[src/rtl/core/rrps_pkg.sv]
package rrps_pkg;

    // Slot table size and derived index width
    localparam int NUM_SLOTS = 8;
    localparam int SLOT_W    = $clog2(NUM_SLOTS);

    // Fixed field widths
    localparam int SEG_W     = 16;
    localparam int TICK_W    = 7;
    localparam int SEG_SHIFT = 12;

    localparam logic [SEG_W-1:0]  STACK_INIT    = 16'hFF00;
    localparam logic [TICK_W-1:0] QUANTUM_RESET = 7'd100;
    localparam logic [TICK_W-1:0] TICK_RESET    = 7'd95;

    typedef logic [SLOT_W-1:0]    slot_idx_t;
    typedef logic [NUM_SLOTS-1:0] slot_vec_t;

    typedef enum logic [2:0] {
        CMD_TICK      = 3'd0,
        CMD_FIND_FREE = 3'd1,
        CMD_ACTIVATE  = 3'd2,
        CMD_KILL      = 3'd3,
        CMD_TERMINATE = 3'd4
    } cmd_t;

    typedef enum logic [1:0] {
        ST_OK      = 2'd0,
        ST_NO_FREE = 2'd1,
        ST_NO_RUN  = 2'd2
    } status_t;

    // Search result
    typedef struct packed {
        logic      found;
        slot_idx_t idx;
    } pick_t;

    // Requests to the saved stack pointer store
    typedef struct packed {
        logic             rd_en;
        slot_idx_t        rd_addr;
        logic             wr_en;
        slot_idx_t        wr_addr;
        logic [SEG_W-1:0] wr_data;
        logic             clr_en;
        slot_idx_t        clr_addr;
    } stk_req_t;

    // First active slot at or after base, wrapping around the table
    function automatic pick_t rr_pick(slot_vec_t act, slot_idx_t base);
        pick_t             p;
        logic [SLOT_W:0]   c;
        p = '0;
        for (int i = 0; i < NUM_SLOTS; i++)
        begin
            c = {1'b0, base} + (SLOT_W+1)'(i);
            if (c >= (SLOT_W+1)'(NUM_SLOTS))
            begin
                c = c - (SLOT_W+1)'(NUM_SLOTS);
            end
            if (!p.found && act[c[SLOT_W-1:0]])
            begin
                p.found = 1'b1;
                p.idx   = c[SLOT_W-1:0];
            end
        end
        return p;
    endfunction

    // Lowest inactive slot
    function automatic pick_t lowest_free(slot_vec_t act);
        pick_t p;
        p = '0;
        for (int i = 0; i < NUM_SLOTS; i++)
        begin
            if (!p.found && !act[i])
            begin
                p.found = 1'b1;
                p.idx   = SLOT_W'(i);
            end
        end
        return p;
    endfunction

    // Segment of a slot: (slot + 2) * 0x1000, low 16 bits
    function automatic logic [SEG_W-1:0] seg_of(slot_idx_t s);
        logic [SEG_W-1:0] t;
        t = SEG_W'(s) + SEG_W'(2);
        return t << SEG_SHIFT;
    endfunction

endpackage

[src/rtl/core/rrps_stack_store.sv]
// Saved stack pointer table: synchronous RAM with one read and one write port, with per-entry
// valid bits; an entry not written since reset or cleared reads as
// the initial stack pointer.
module rrps_stack_store
(
    input  logic                          clk,
    input  logic                          rst_n,
    input  rrps_pkg::stk_req_t            req,
    output logic [rrps_pkg::SEG_W-1:0]    rd_data
);

    logic [rrps_pkg::SEG_W-1:0]     mem [rrps_pkg::NUM_SLOTS];
    logic [rrps_pkg::SEG_W-1:0]     rd_q_reg;
    logic                           rd_vld_reg;
    rrps_pkg::slot_vec_t            valid_reg;

    // RAM write and registered read
    always_ff @(posedge clk)
    begin
        if (req.wr_en)
        begin
            mem[req.wr_addr] <= req.wr_data;
        end
        if (req.rd_en)
        begin
            rd_q_reg <= mem[req.rd_addr];
        end
    end

    // Valid bits: set on write, dropped on clear
    always_ff @(posedge clk or negedge rst_n)
    begin
        if (!rst_n)
        begin
            valid_reg  <= '0;
            rd_vld_reg <= 1'b0;
        end
        else
        begin
            if (req.wr_en)
            begin
                valid_reg[req.wr_addr] <= 1'b1;
            end
            if (req.clr_en)
            begin
                valid_reg[req.clr_addr] <= 1'b0;
            end
            if (req.rd_en)
            begin
                rd_vld_reg <= valid_reg[req.rd_addr];
            end
        end
    end

    assign rd_data = rd_vld_reg ? rd_q_reg : rrps_pkg::STACK_INIT;

endmodule

[src/rtl/core/round_robin_process_scheduler_unit.sv]
// Channel   Direction  Handshake            Payload
// s_*       in         s_tvalid / s_tready  s_tuser: cmd; s_tdata: cur_segment, cur_sp, slot
// m_*       out        m_tvalid / m_tready  m_tdata: result fields, see port list
// cfg_*     in         cfg_valid/cfg_ready  cfg_data: quantum_limit
//
// Each item passes through S_IN and S_EXEC: the accept in S_IN reads the saved stack
// pointer RAM at the round-robin candidate, and S_EXEC updates state and loads the
// output register. S_EXEC uses the registered RAM read data.
// Reset is asynchronous; valid bits restore the table at once, no
// clearing pass. A stalled output holds the update cycle until the
// output register frees; an input is taken while a result waits.
module round_robin_process_scheduler_unit
(
    input  logic        clk,
    input  logic        rst_n,
    // cmd[2:0]
    input  logic [7:0]  s_tuser,
    // cur_segment[15:0], cur_sp[31:16], slot[34:32], zero pad
    input  logic [39:0] s_tdata,
    input  logic        s_tvalid,
    output logic        s_tready,
    // resume_segment[15:0], resume_sp[31:16], switched[32], free_slot[35:33],
    // load_segment[51:36], running[52], running_slot[55:53], status[57:56], zero pad
    output logic [63:0] m_tdata,
    output logic        m_tvalid,
    input  logic        m_tready,
    input  logic [6:0]  cfg_data,
    input  logic        cfg_valid,
    output logic        cfg_ready
);

    typedef enum logic [1:0] {
        S_IN   = 2'b01,
        S_EXEC = 2'b10
    } state_t;

    state_t                                 state_reg, state_next;

    // Scheduler state
    rrps_pkg::slot_vec_t                    active_reg, active_next;
    rrps_pkg::slot_idx_t                    cur_reg, cur_next;
    logic                                   idle_reg, idle_next;
    logic [rrps_pkg::TICK_W-1:0]            tick_reg, tick_next;
    logic [rrps_pkg::TICK_W-1:0]            quantum_reg;

    // Latched item and search result
    logic [2:0]                             cmd_reg;
    logic [rrps_pkg::SEG_W-1:0]             cseg_reg;
    logic [rrps_pkg::SEG_W-1:0]             csp_reg;
    logic [2:0]                             slot_reg;
    rrps_pkg::pick_t                        pick_reg;

    // Output register
    logic                                   m_tvalid_reg;
    logic [63:0]                            m_tdata_reg;
    logic [63:0]                            result;

    rrps_pkg::stk_req_t                     stk_req;
    logic [rrps_pkg::SEG_W-1:0]             stk_rd_data;
    rrps_pkg::slot_idx_t                    base;
    rrps_pkg::pick_t                        pick;
    rrps_pkg::pick_t                        free_pick;
    rrps_pkg::slot_idx_t                    slot_idx;
    logic                                   slot_ok;
    logic                                   s_fire;
    logic                                   out_free;
    logic                                   commit;

    // Result fields
    logic [rrps_pkg::SEG_W-1:0]             rseg;
    logic [rrps_pkg::SEG_W-1:0]             rsp;
    logic                                   sw;
    logic [2:0]                             fslot;
    logic [rrps_pkg::SEG_W-1:0]             lseg;
    rrps_pkg::status_t                      status;

    assign s_tready  = (state_reg == S_IN);
    assign s_fire    = s_tvalid && s_tready;
    assign out_free  = !m_tvalid_reg || m_tready;
    assign commit    = (state_reg == S_EXEC) && out_free;
    assign cfg_ready = 1'b1;
    assign m_tvalid  = m_tvalid_reg;
    assign m_tdata   = m_tdata_reg;

    // Round-robin candidate, searched at accept time
    always_comb
    begin
        if (idle_reg)
        begin
            base = '0;
        end
        else if (cur_reg == rrps_pkg::slot_idx_t'(rrps_pkg::NUM_SLOTS - 1))
        begin
            base = '0;
        end
        else
        begin
            base = cur_reg + 1'b1;
        end
        pick      = rrps_pkg::rr_pick(active_reg, base);
        free_pick = rrps_pkg::lowest_free(active_reg);
    end

    assign slot_idx = rrps_pkg::slot_idx_t'(slot_reg);
    assign slot_ok  = (int'(slot_reg) < rrps_pkg::NUM_SLOTS);

    // Execute: state update and result
    always_comb
    begin
        active_next = active_reg;
        cur_next    = cur_reg;
        idle_next   = idle_reg;
        tick_next   = tick_reg;
        rseg        = '0;
        rsp         = '0;
        sw          = 1'b0;
        fslot       = '0;
        lseg        = '0;
        status      = rrps_pkg::ST_OK;
        stk_req          = '0;
        stk_req.rd_en    = s_fire;
        stk_req.rd_addr  = pick.idx;
        stk_req.wr_addr  = cur_reg;
        stk_req.wr_data  = csp_reg;
        stk_req.clr_addr = cur_reg;

        case (cmd_reg)
            rrps_pkg::CMD_TICK:
            begin
                rseg = cseg_reg;
                rsp  = csp_reg;
                if (tick_reg >= quantum_reg)
                begin
                    tick_next = '0;
                    if (pick_reg.found && (idle_reg || pick_reg.idx != cur_reg))
                    begin
                        stk_req.wr_en = commit && !idle_reg;
                        cur_next      = pick_reg.idx;
                        idle_next     = 1'b0;
                        rseg          = rrps_pkg::seg_of(pick_reg.idx);
                        rsp           = stk_rd_data;
                        sw            = 1'b1;
                    end
                end
                else
                begin
                    tick_next = tick_reg + 1'b1;
                end
            end
            rrps_pkg::CMD_FIND_FREE:
            begin
                if (free_pick.found)
                begin
                    fslot = 3'(free_pick.idx);
                    lseg  = rrps_pkg::seg_of(free_pick.idx);
                end
                else
                begin
                    status = rrps_pkg::ST_NO_FREE;
                end
            end
            rrps_pkg::CMD_ACTIVATE:
            begin
                if (slot_ok)
                begin
                    active_next[slot_idx] = 1'b1;
                end
            end
            rrps_pkg::CMD_KILL:
            begin
                if (slot_ok)
                begin
                    active_next[slot_idx] = 1'b0;
                    stk_req.clr_en        = commit;
                    stk_req.clr_addr      = slot_idx;
                end
            end
            rrps_pkg::CMD_TERMINATE:
            begin
                if (idle_reg)
                begin
                    status = rrps_pkg::ST_NO_RUN;
                end
                else
                begin
                    active_next[cur_reg] = 1'b0;
                    stk_req.clr_en       = commit;
                end
            end
            default:
            begin
            end
        endcase

        result = {6'd0, status, (idle_next ? 3'd0 : 3'(cur_next)), !idle_next,
                  lseg, fslot, sw, rsp, rseg};
    end

    // Sequencer
    always_comb
    begin
        state_next = state_reg;
        unique case (state_reg)
            S_IN:
            begin
                if (s_fire)
                begin
                    state_next = S_EXEC;
                end
            end
            S_EXEC:
            begin
                if (commit)
                begin
                    state_next = S_IN;
                end
            end
            default:
            begin
                state_next = S_IN;
            end
        endcase
    end

    // Control and scheduler state
    always_ff @(posedge clk or negedge rst_n)
    begin
        if (!rst_n)
        begin
            state_reg    <= S_IN;
            active_reg   <= '0;
            cur_reg      <= '0;
            idle_reg     <= 1'b1;
            tick_reg     <= rrps_pkg::TICK_RESET;
            quantum_reg  <= rrps_pkg::QUANTUM_RESET;
            m_tvalid_reg <= 1'b0;
        end
        else
        begin
            state_reg <= state_next;
            if (cfg_valid && cfg_ready)
            begin
                quantum_reg <= cfg_data;
            end
            if (commit)
            begin
                active_reg <= active_next;
                cur_reg    <= cur_next;
                idle_reg   <= idle_next;
                tick_reg   <= tick_next;
            end
            if (commit)
            begin
                m_tvalid_reg <= 1'b1;
            end
            else if (m_tready)
            begin
                m_tvalid_reg <= 1'b0;
            end
        end
    end

    // Item and result payload
    always_ff @(posedge clk)
    begin
        if (s_fire)
        begin
            cmd_reg  <= s_tuser[2:0];
            cseg_reg <= s_tdata[15:0];
            csp_reg  <= s_tdata[31:16];
            slot_reg <= s_tdata[34:32];
            pick_reg <= pick;
        end
        if (commit)
        begin
            m_tdata_reg <= result;
        end
    end

    rrps_stack_store u_stack
    (
        .clk     (clk),
        .rst_n   (rst_n),
        .req     (stk_req),
        .rd_data (stk_rd_data)
    );

endmodule

[config.mk]
export PLATFORM = sky130hd
export DESIGN_NAME = round_robin_process_scheduler_unit
export DESIGN_NICKNAME = d
export VERILOG_FILES = /design/src/rtl/core/rrps_pkg.sv /design/src/rtl/core/rrps_stack_store.sv /design/src/rtl/core/round_robin_process_scheduler_unit.sv
export SDC_FILE = /design/constraint.sdc
export NUM_CORES = 1
export LEC_CHECK = 0
export BUFFER_PORTS_ARGS = -buffer_cell sky130_fd_sc_hd__buf_2
export CAP_MARGIN = 20
export CORE_MARGIN = 2
export CORE_UTILIZATION = 55
export CTS_BUF_LIST = sky130_fd_sc_hd__clkbuf_8 sky130_fd_sc_hd__clkbuf_16
export CTS_CLUSTER_SIZE = 25
export DETAILED_ROUTE_END_ITERATION = 10
export GPL_ROUTABILITY_DRIVEN = 0
export PLACE_DENSITY = 0.82
export SYNTH_ARGS = -nofsm -noshare
export SYNTH_HDL_FRONTEND = slang
export SYNTH_SLANG_ARGS = --single-unit
[constraint.sdc]
create_clock -name clk -period 5.6 [get_ports clk]
set_input_delay 0.28 -clock clk [delete_from_list [all_inputs] [get_ports clk]]
set_output_delay 0.28 -clock clk [all_outputs]
set_load 0.01 [all_outputs]
Word-level counts from Yosys, hierarchy flattened
Memories as Yosys holds them, arrays and structs flattened. A register that Yosys moved wholly into a read port is not among the register bits. Cells that the tools add are included.

Equality and inequality tests: 11. Add/sub/neg operators: 19. Magnitude comparators: 24. Muxes and demuxes: 83. Div/mod/pow operators: 0. Multipliers: 0. Shift operators: 0. Reductions and logical operators: 55. Bitwise logic cells: 8.

Operator list (number): $mux W16 (5); $mux W4 (15); $lt A3 B4 Y1 const B (12); $mux W3 (15); $ge A4 B4 Y1 const B (7); $bmux W1 S3 (9); $mux W1 (25); $and A8 B8 Y8 (3); $logic_not A1 Y1 (24); $mux W8 (3); $not A8 Y8 (3); $pmux W8 S3 (1); $sub A3 B1 Y3 const B (8); $logic_and A1 B1 Y1 (21); $add A3 B2 Y4 const B (4); $add A3 B3 Y4 const B (4); $or A8 B8 Y8 (2); $demux W1 S3 (3); $ge A3 B1 Y1 const B (3); $pmux W2 S2 (2); $reduce_and A2 Y1 (4); $add A7 B1 Y7 const B (1); $ge A7 B7 Y1 (1); $mux W7 (1); other kinds (18) (24).

Input bits: 60. Memories kept: 1. ROM bits: 0. Bits in writable memories: 128. Logic and storage cells: 222. Latch bits: 0. Bits in registers: 138.

Memories: u_stack.mem (words 8, width 16, rd ports 1, clocked after memory_dff 1, wr ports 1, line rrps_stack_store.sv:12) `logic [rrps_pkg::SEG_W-1:0] mem [rrps_pkg::NUM_SLOTS];`.

Longest topological paths before layout
Depth in word-level cells: 31. Gate-level depth with buffers: 21. Depth with buffers taken out: 16.

Hierarchy
From an unflattened synthesis, not the netlist that was laid out.

Cell total of the unflattened synthesis: 830. Area, all modules: 12151.7 um^2.

By module, submodules not included: round_robin_process_scheduler_unit (area an instance 6148.4 um^2, times used 1, cells an instance 567); rrps_stack_store (area an instance 6003.3 um^2, times used 1, cells an instance 263).

Worst setup path after synthesis
Ideal clock, no wire load.

Path kind: register -> register. From: register m_tvalid_reg, in the netlist m_tvalid. To: memory u_stack.mem[3][0] (netlist bit) (enable). Clock period less this slack: 4.965 ns. Path buffers: 3. Required time: 5.166 ns. Arrival time: 4.532 ns. Stages on the path, launching flop included: 9. Path slack: 0.635 ns. Cells stage by stage: dfrtp_1 nand2b_1 nor2b_1 clkbuf_1 and2_0 clkbuf_1 nand4_1 clkbuf_1 nor4_1.

Word-level cells in the longest chain between the ends: 9.

Ends and longest elaborated chain: start, declared (line round_robin_process_scheduler_unit.sv:54) `logic m_tvalid_reg;`; start signal, assigned (line round_robin_process_scheduler_unit.sv:236) `m_tvalid_reg <= 1'b0;`; start signal, assigned (line round_robin_process_scheduler_unit.sv:254) `m_tvalid_reg <= 1'b1;`; start signal, assigned (line round_robin_process_scheduler_unit.sv:258) `m_tvalid_reg <= 1'b0;`; $logic_not A1 Y1 (line round_robin_process_scheduler_unit.sv:79) `assign out_free = !m_tvalid_reg || m_tready;`; $logic_or A1 B1 Y1 (line round_robin_process_scheduler_unit.sv:79); $logic_and A1 B1 Y1 (line round_robin_process_scheduler_unit.sv:80) `assign commit = (state_reg == S_EXEC) && out_free;`; named net commit (line round_robin_process_scheduler_unit.sv:67) `logic commit;`; $logic_and A1 B1 Y1 (line round_robin_process_scheduler_unit.sv:137) `stk_req.wr_en = commit && !idle_reg;`; $mux W1 (line round_robin_process_scheduler_unit.sv:135) `if (pick_reg.found && (idle_reg || pick_reg.idx != cur_reg))`; $mux W1 (line round_robin_process_scheduler_unit.sv:132) `if (tick_reg >= quantum_reg)`; $mux W1 (line round_robin_process_scheduler_unit.sv:127) `case (cmd_reg)`; $mux W1 (line rrps_stack_store.sv:20) `if (req.wr_en)`; $mux W1 (not written as such) (line rrps_stack_store.sv:22) `mem[req.wr_addr] <= req.wr_data;`; end, declared (line rrps_stack_store.sv:12).

The timed path passes the listed nets, and every way through them passes these cells.

Final worst setup path
From: register cur_reg[0]. To: register u_stack.rd_q_reg[7] (netlist bit) (read register of u_stack.mem), data pin.

Word-level cells in the longest chain between the ends: 29. Elaborated cells between the ends (all ways): 73.

Ends and longest elaborated chain: start, declared (line round_robin_process_scheduler_unit.sv:41) `rrps_pkg::slot_idx_t cur_reg, cur_next;`; start signal, assigned (line round_robin_process_scheduler_unit.sv:248) `cur_reg <= cur_next;`; $add A3 B1 Y3 or $eq A3 B3 Y1 (tied branches) (line round_robin_process_scheduler_unit.sv:98, round_robin_process_scheduler_unit.sv:92); $mux W3 * (line round_robin_process_scheduler_unit.sv:92) `else if (cur_reg == rrps_pkg::slot_idx_t'(rrps_pkg::NUM_SLOTS - 1))`; $mux W3 * (line round_robin_process_scheduler_unit.sv:88) `if (idle_reg)`; parallel branches: the longest is 25 deep, another holds $add A3 B1 Y4; $mux W3 * (line rrps_pkg.sv:62) `if (!p.found && act[c[SLOT_W-1:0]])`; end, declared (line rrps_stack_store.sv:13) `logic [rrps_pkg::SEG_W-1:0] rd_q_reg;`.

Mark *: on every way between the ends. The select of a mux whose other input is x is not followed. A chain may end at the register's enable or synchronous reset.

==> flow_summary_export.csv <==
group,metric,value,unit
min_path,hp-start,"m_tready",
setup_path,cp_common_cell,"ha_1",
setup_path,cp_max_fo,16,
setup_path,cp.required,5.87,ns
floorplan,fp.dieH,152,um
drt,drt-initial-drc-count,941,
clocking,numCtsBuffers,26,
pwr,ir_worst_vdd,0.258,mV
placed_design,port-buffer-count,97,
setup_path,crit-reg2reg-launch,"cur_reg[0]$_DFFE_PN0P_",
sta,setup-violations-final,0,
global_route,grt_max_degree,52,
setup_path,path_delay_family,"simple AND/OR/NAND/NOR gates",
drt,wire_per_inst,20.3,um
floorplan,boundaryPins,127,
setup_path,reg2reg_slack,0.72,ns
min_path,whs_path_depth,3,
logic_synthesis,async_flop_share,14.1,%
global_route,overflow,0,
sta,fin_tns_setup,0,ns
drt,viasPerCell,5.89,
setup_path,path_buf_inv,1,
job,drv_cap,0,
logic_synthesis,netlist_instances,879,
setup_path,worstSetupPathType,"reg -> reg",
logic_synthesis,ys_top_cells_by_area,"edfxtp_1, mux2i_1, dfrtp_1, a22o_1, dfstp_2",
setup_path,crit_path_start,"cur_reg[0]$_DFFE_PN0P_",
logic_synthesis,syn_area_per_cell,13.8,um^2
drt,wirelength,26800,um
clocking,cts.sinks,269,
floorplan,core_region_area,21800,um^2
logic_synthesis,syn-cell-area,12100,um^2
setup_path,r2r-end,"u_stack.rd_q_reg[7]$_DFFE_PP_",
min_path,whs_endpoint,"m_tvalid$_DFFE_PN0P_",
logic_synthesis,synth_edf_count,231,
sta,period_share,87.1,%
floorplan,fp-row-count,54,
logic_synthesis,synth_compound_area_share,10.7,%
final_layout,final_area,14100,um^2
placed_design,numPlacedInstances,1228,
clocking,cts_resized,0,
floorplan,die-area,23200,um^2
logic_synthesis,synthSimpleGateAreaFrac,8.44,%
logic_synthesis,synthTopCellsByCount,"edfxtp_1, mux2i_1, nor2_1",
setup_path,critPathSlowestCell,"and2_1",
logic_synthesis,ys_ff_latch,269,
drt,ant_nets,0,
clocking,clk_pin_slew,0.06,ns
clocking,cts_root_buf,"clkbuf_16",
sta,slew_violations,0,
setup_path,slowest_delay,0.79,ns
setup_path,cp-start-kind,"register",
logic_synthesis,yosysMostFrequentCell,"edfxtp_1",
pwr,leakage,5.32,nW
logic_synthesis,synth_xor_area_share,0.867,%
logic_synthesis,synth.distinct_cells,76,
sta,rsz0062_at_grt,"false",
clocking,cts_tree,"yes",
setup_path,cp-end-kind,"register",
min_path,hp-class,"in -> reg",
clocking,cts_buffer_depth,3,
setup_path,path_cells,"ha_1 -> ha_1 -> nand2b_1 -> or2_2 -> inv_2 -> ha_1 -> xnor2_1 -> mux2i_1 -> mux2_2 -> o21bai_1 -> o211ai_2 -> a32oi_2 -> and2_1 -> a22o_1 -> nor2_1",
setup_path,arrival,5.15,ns
logic_synthesis,yosysSeqAreaShare,65.2,%
sta,hold_violations,0,
global_route,grt_pass1_wl,41800,um
sta,slew_headroom,40.5,%
placed_design,placed_area,12900,um^2
clocking,clock_latency,0.52,ns
floorplan,die_w,152,um
global_route,grt_usage,22.6,%
final_layout,area_growth,16.5,%
final_layout,largest_reg_flops,128,
logic_synthesis,synth_top_area_share,57.2,%
sta,clock-skew-final,0.0150,ns
logic_synthesis,synthAdderAreaFrac,1.44,%
logic_synthesis,synth_mux_area_share,8.89,%
drt,num_vias,7775,
pwr,p_total,0.00434,W
sta,tightest_slew,0.892,ns
final_layout,drive_above_1_share,20.9,%
logic_synthesis,yosys_warnings,0,
floorplan,initial_core_util,55.7,%
sta,max_freq,205,MHz
logic_synthesis,synth_top_family_by_area,"compound AO/OA/AOI/OAI gates",
drt,drtPass1Iterations,5,
clocking,ctsHtreeMaxLevel,1,
pwr,power.density,308,nW/um^2
placed_design,place.detailed.hpwl,15700,um
final_layout,nets,1096,
setup_path,r2r_cells,15,
drt,drc_errors,0,
final_layout,fin_cells,1321,
run_status,status,"finished, final reports clean",
final_layout,antennaDiodeCount,0,
global_route,antenna_found_initial,0,
logic_synthesis,synth_ff_type,"edfxtp_1",
logic_synthesis,synth_area_leader_cell,"edfxtp_1",
sta,period_minus_slack,4.88,ns
global_route,first_global_vias,7667,
==> layer usage <==
metal,up-vias,track usage [%],share of wire (%)
met2,324,38.1,49
met1,3809,30.4,42
met5,-,0,0
met3,66,3.87,6.8
met4,0,7.01,2.9
li1,3576,-,-
==> tightest hold or removal path: cells and delay by family <==
family	cells	cell delay (ns)
buffers and inverters	1	0.07
AND/OR/NAND/NOR	2	0.20
==> logic make-up (layout without fill, tap and decap cells) <==
family | count (synthesis) | after routing
AOI/OAI and AO/OA | 179 | 179
xor gates and xnor gates | 12 | 12
adders and majority gates | 14 | 14
buffers and inverters | 102 | 247
DFF | 269 | 269
muxes | 103 | 103
other | 2 | 19
and+or+nand+nor | 198 | 198
==> how the worst max path moves through the flow <==
stage | end | slack (ns) | cells after the start
after floorplan | u_stack.mem[3][0]$_DFFE_PP_ | 0.63 | 8
after global placement | u_stack.rd_q_reg[6]$_DFFE_PP_ | 0.86 | 15
after detailed placement | u_stack.rd_q_reg[5]$_DFFE_PP_ | 0.76 | 15
after CTS | u_stack.rd_q_reg[7]$_DFFE_PP_ | 0.75 | 15
after global routing | u_stack.rd_q_reg[2]$_DFFE_PP_ | 0.45 | 15
final | u_stack.rd_q_reg[7]$_DFFE_PP_ | 0.72 | 15
==> layout by cell type (no fill, tap or decap), drive strengths merged, types with 19 or more instances in the layout <==
cell type    instances
inv                 42
nor2                54
and2                21
nand2               44
a21oi               24
mux2i               87
dfrtp               27
edfxtp             231
dlygate4sd3         46
o21ai               39
clkbuf              27
a22o                40
buf                122
conb                19
==> cell type report <==
class	count	area [um^2]
Clock buffer	27	676
Clock inverter	20	119
Sequential cell	269	7900
Inverter	32	120
Timing Repair Buffer	168	1150
Tap cell	280	350
Fill cell	1492	7630
Multi-Input combinational cell	525	3810
==> power by group <==
| group | leakage (nW) | internal (W) | switching, W |
|---|---|---|---|
| Clock | 0.422 | 0.000915 | 0.000714 |
| Combinational | 2.34 | 0.000166 | 0.000228 |
| Sequential | 2.56 | 0.00227 | 0.0000515 |
| Total | 5.32 | 0.00335 | 0.000993 |
==> per-stage QoR <==
step / hold WS [ns] / util [%] / setup WS [ns]
finish: 0.0691 / 64.9 / 0.723
global route: 0.0583 / 64.9 / 0.454
CTS: 0.0492 / 64.9 / 0.754
detailed placement: 0.455 / 59.2 / 0.755
global placement: 0.431 / 59.2 / 0.864
floorplan: -0.0156 / - / 0.635
==> what timing repair did <==
action                    4_1_cts  5_1_grt
setup buffers                   0        0
hold buffers                   46        0
hold endpoints to repair       72        0
No activity file was read; power rests on OpenSTA's default activity.
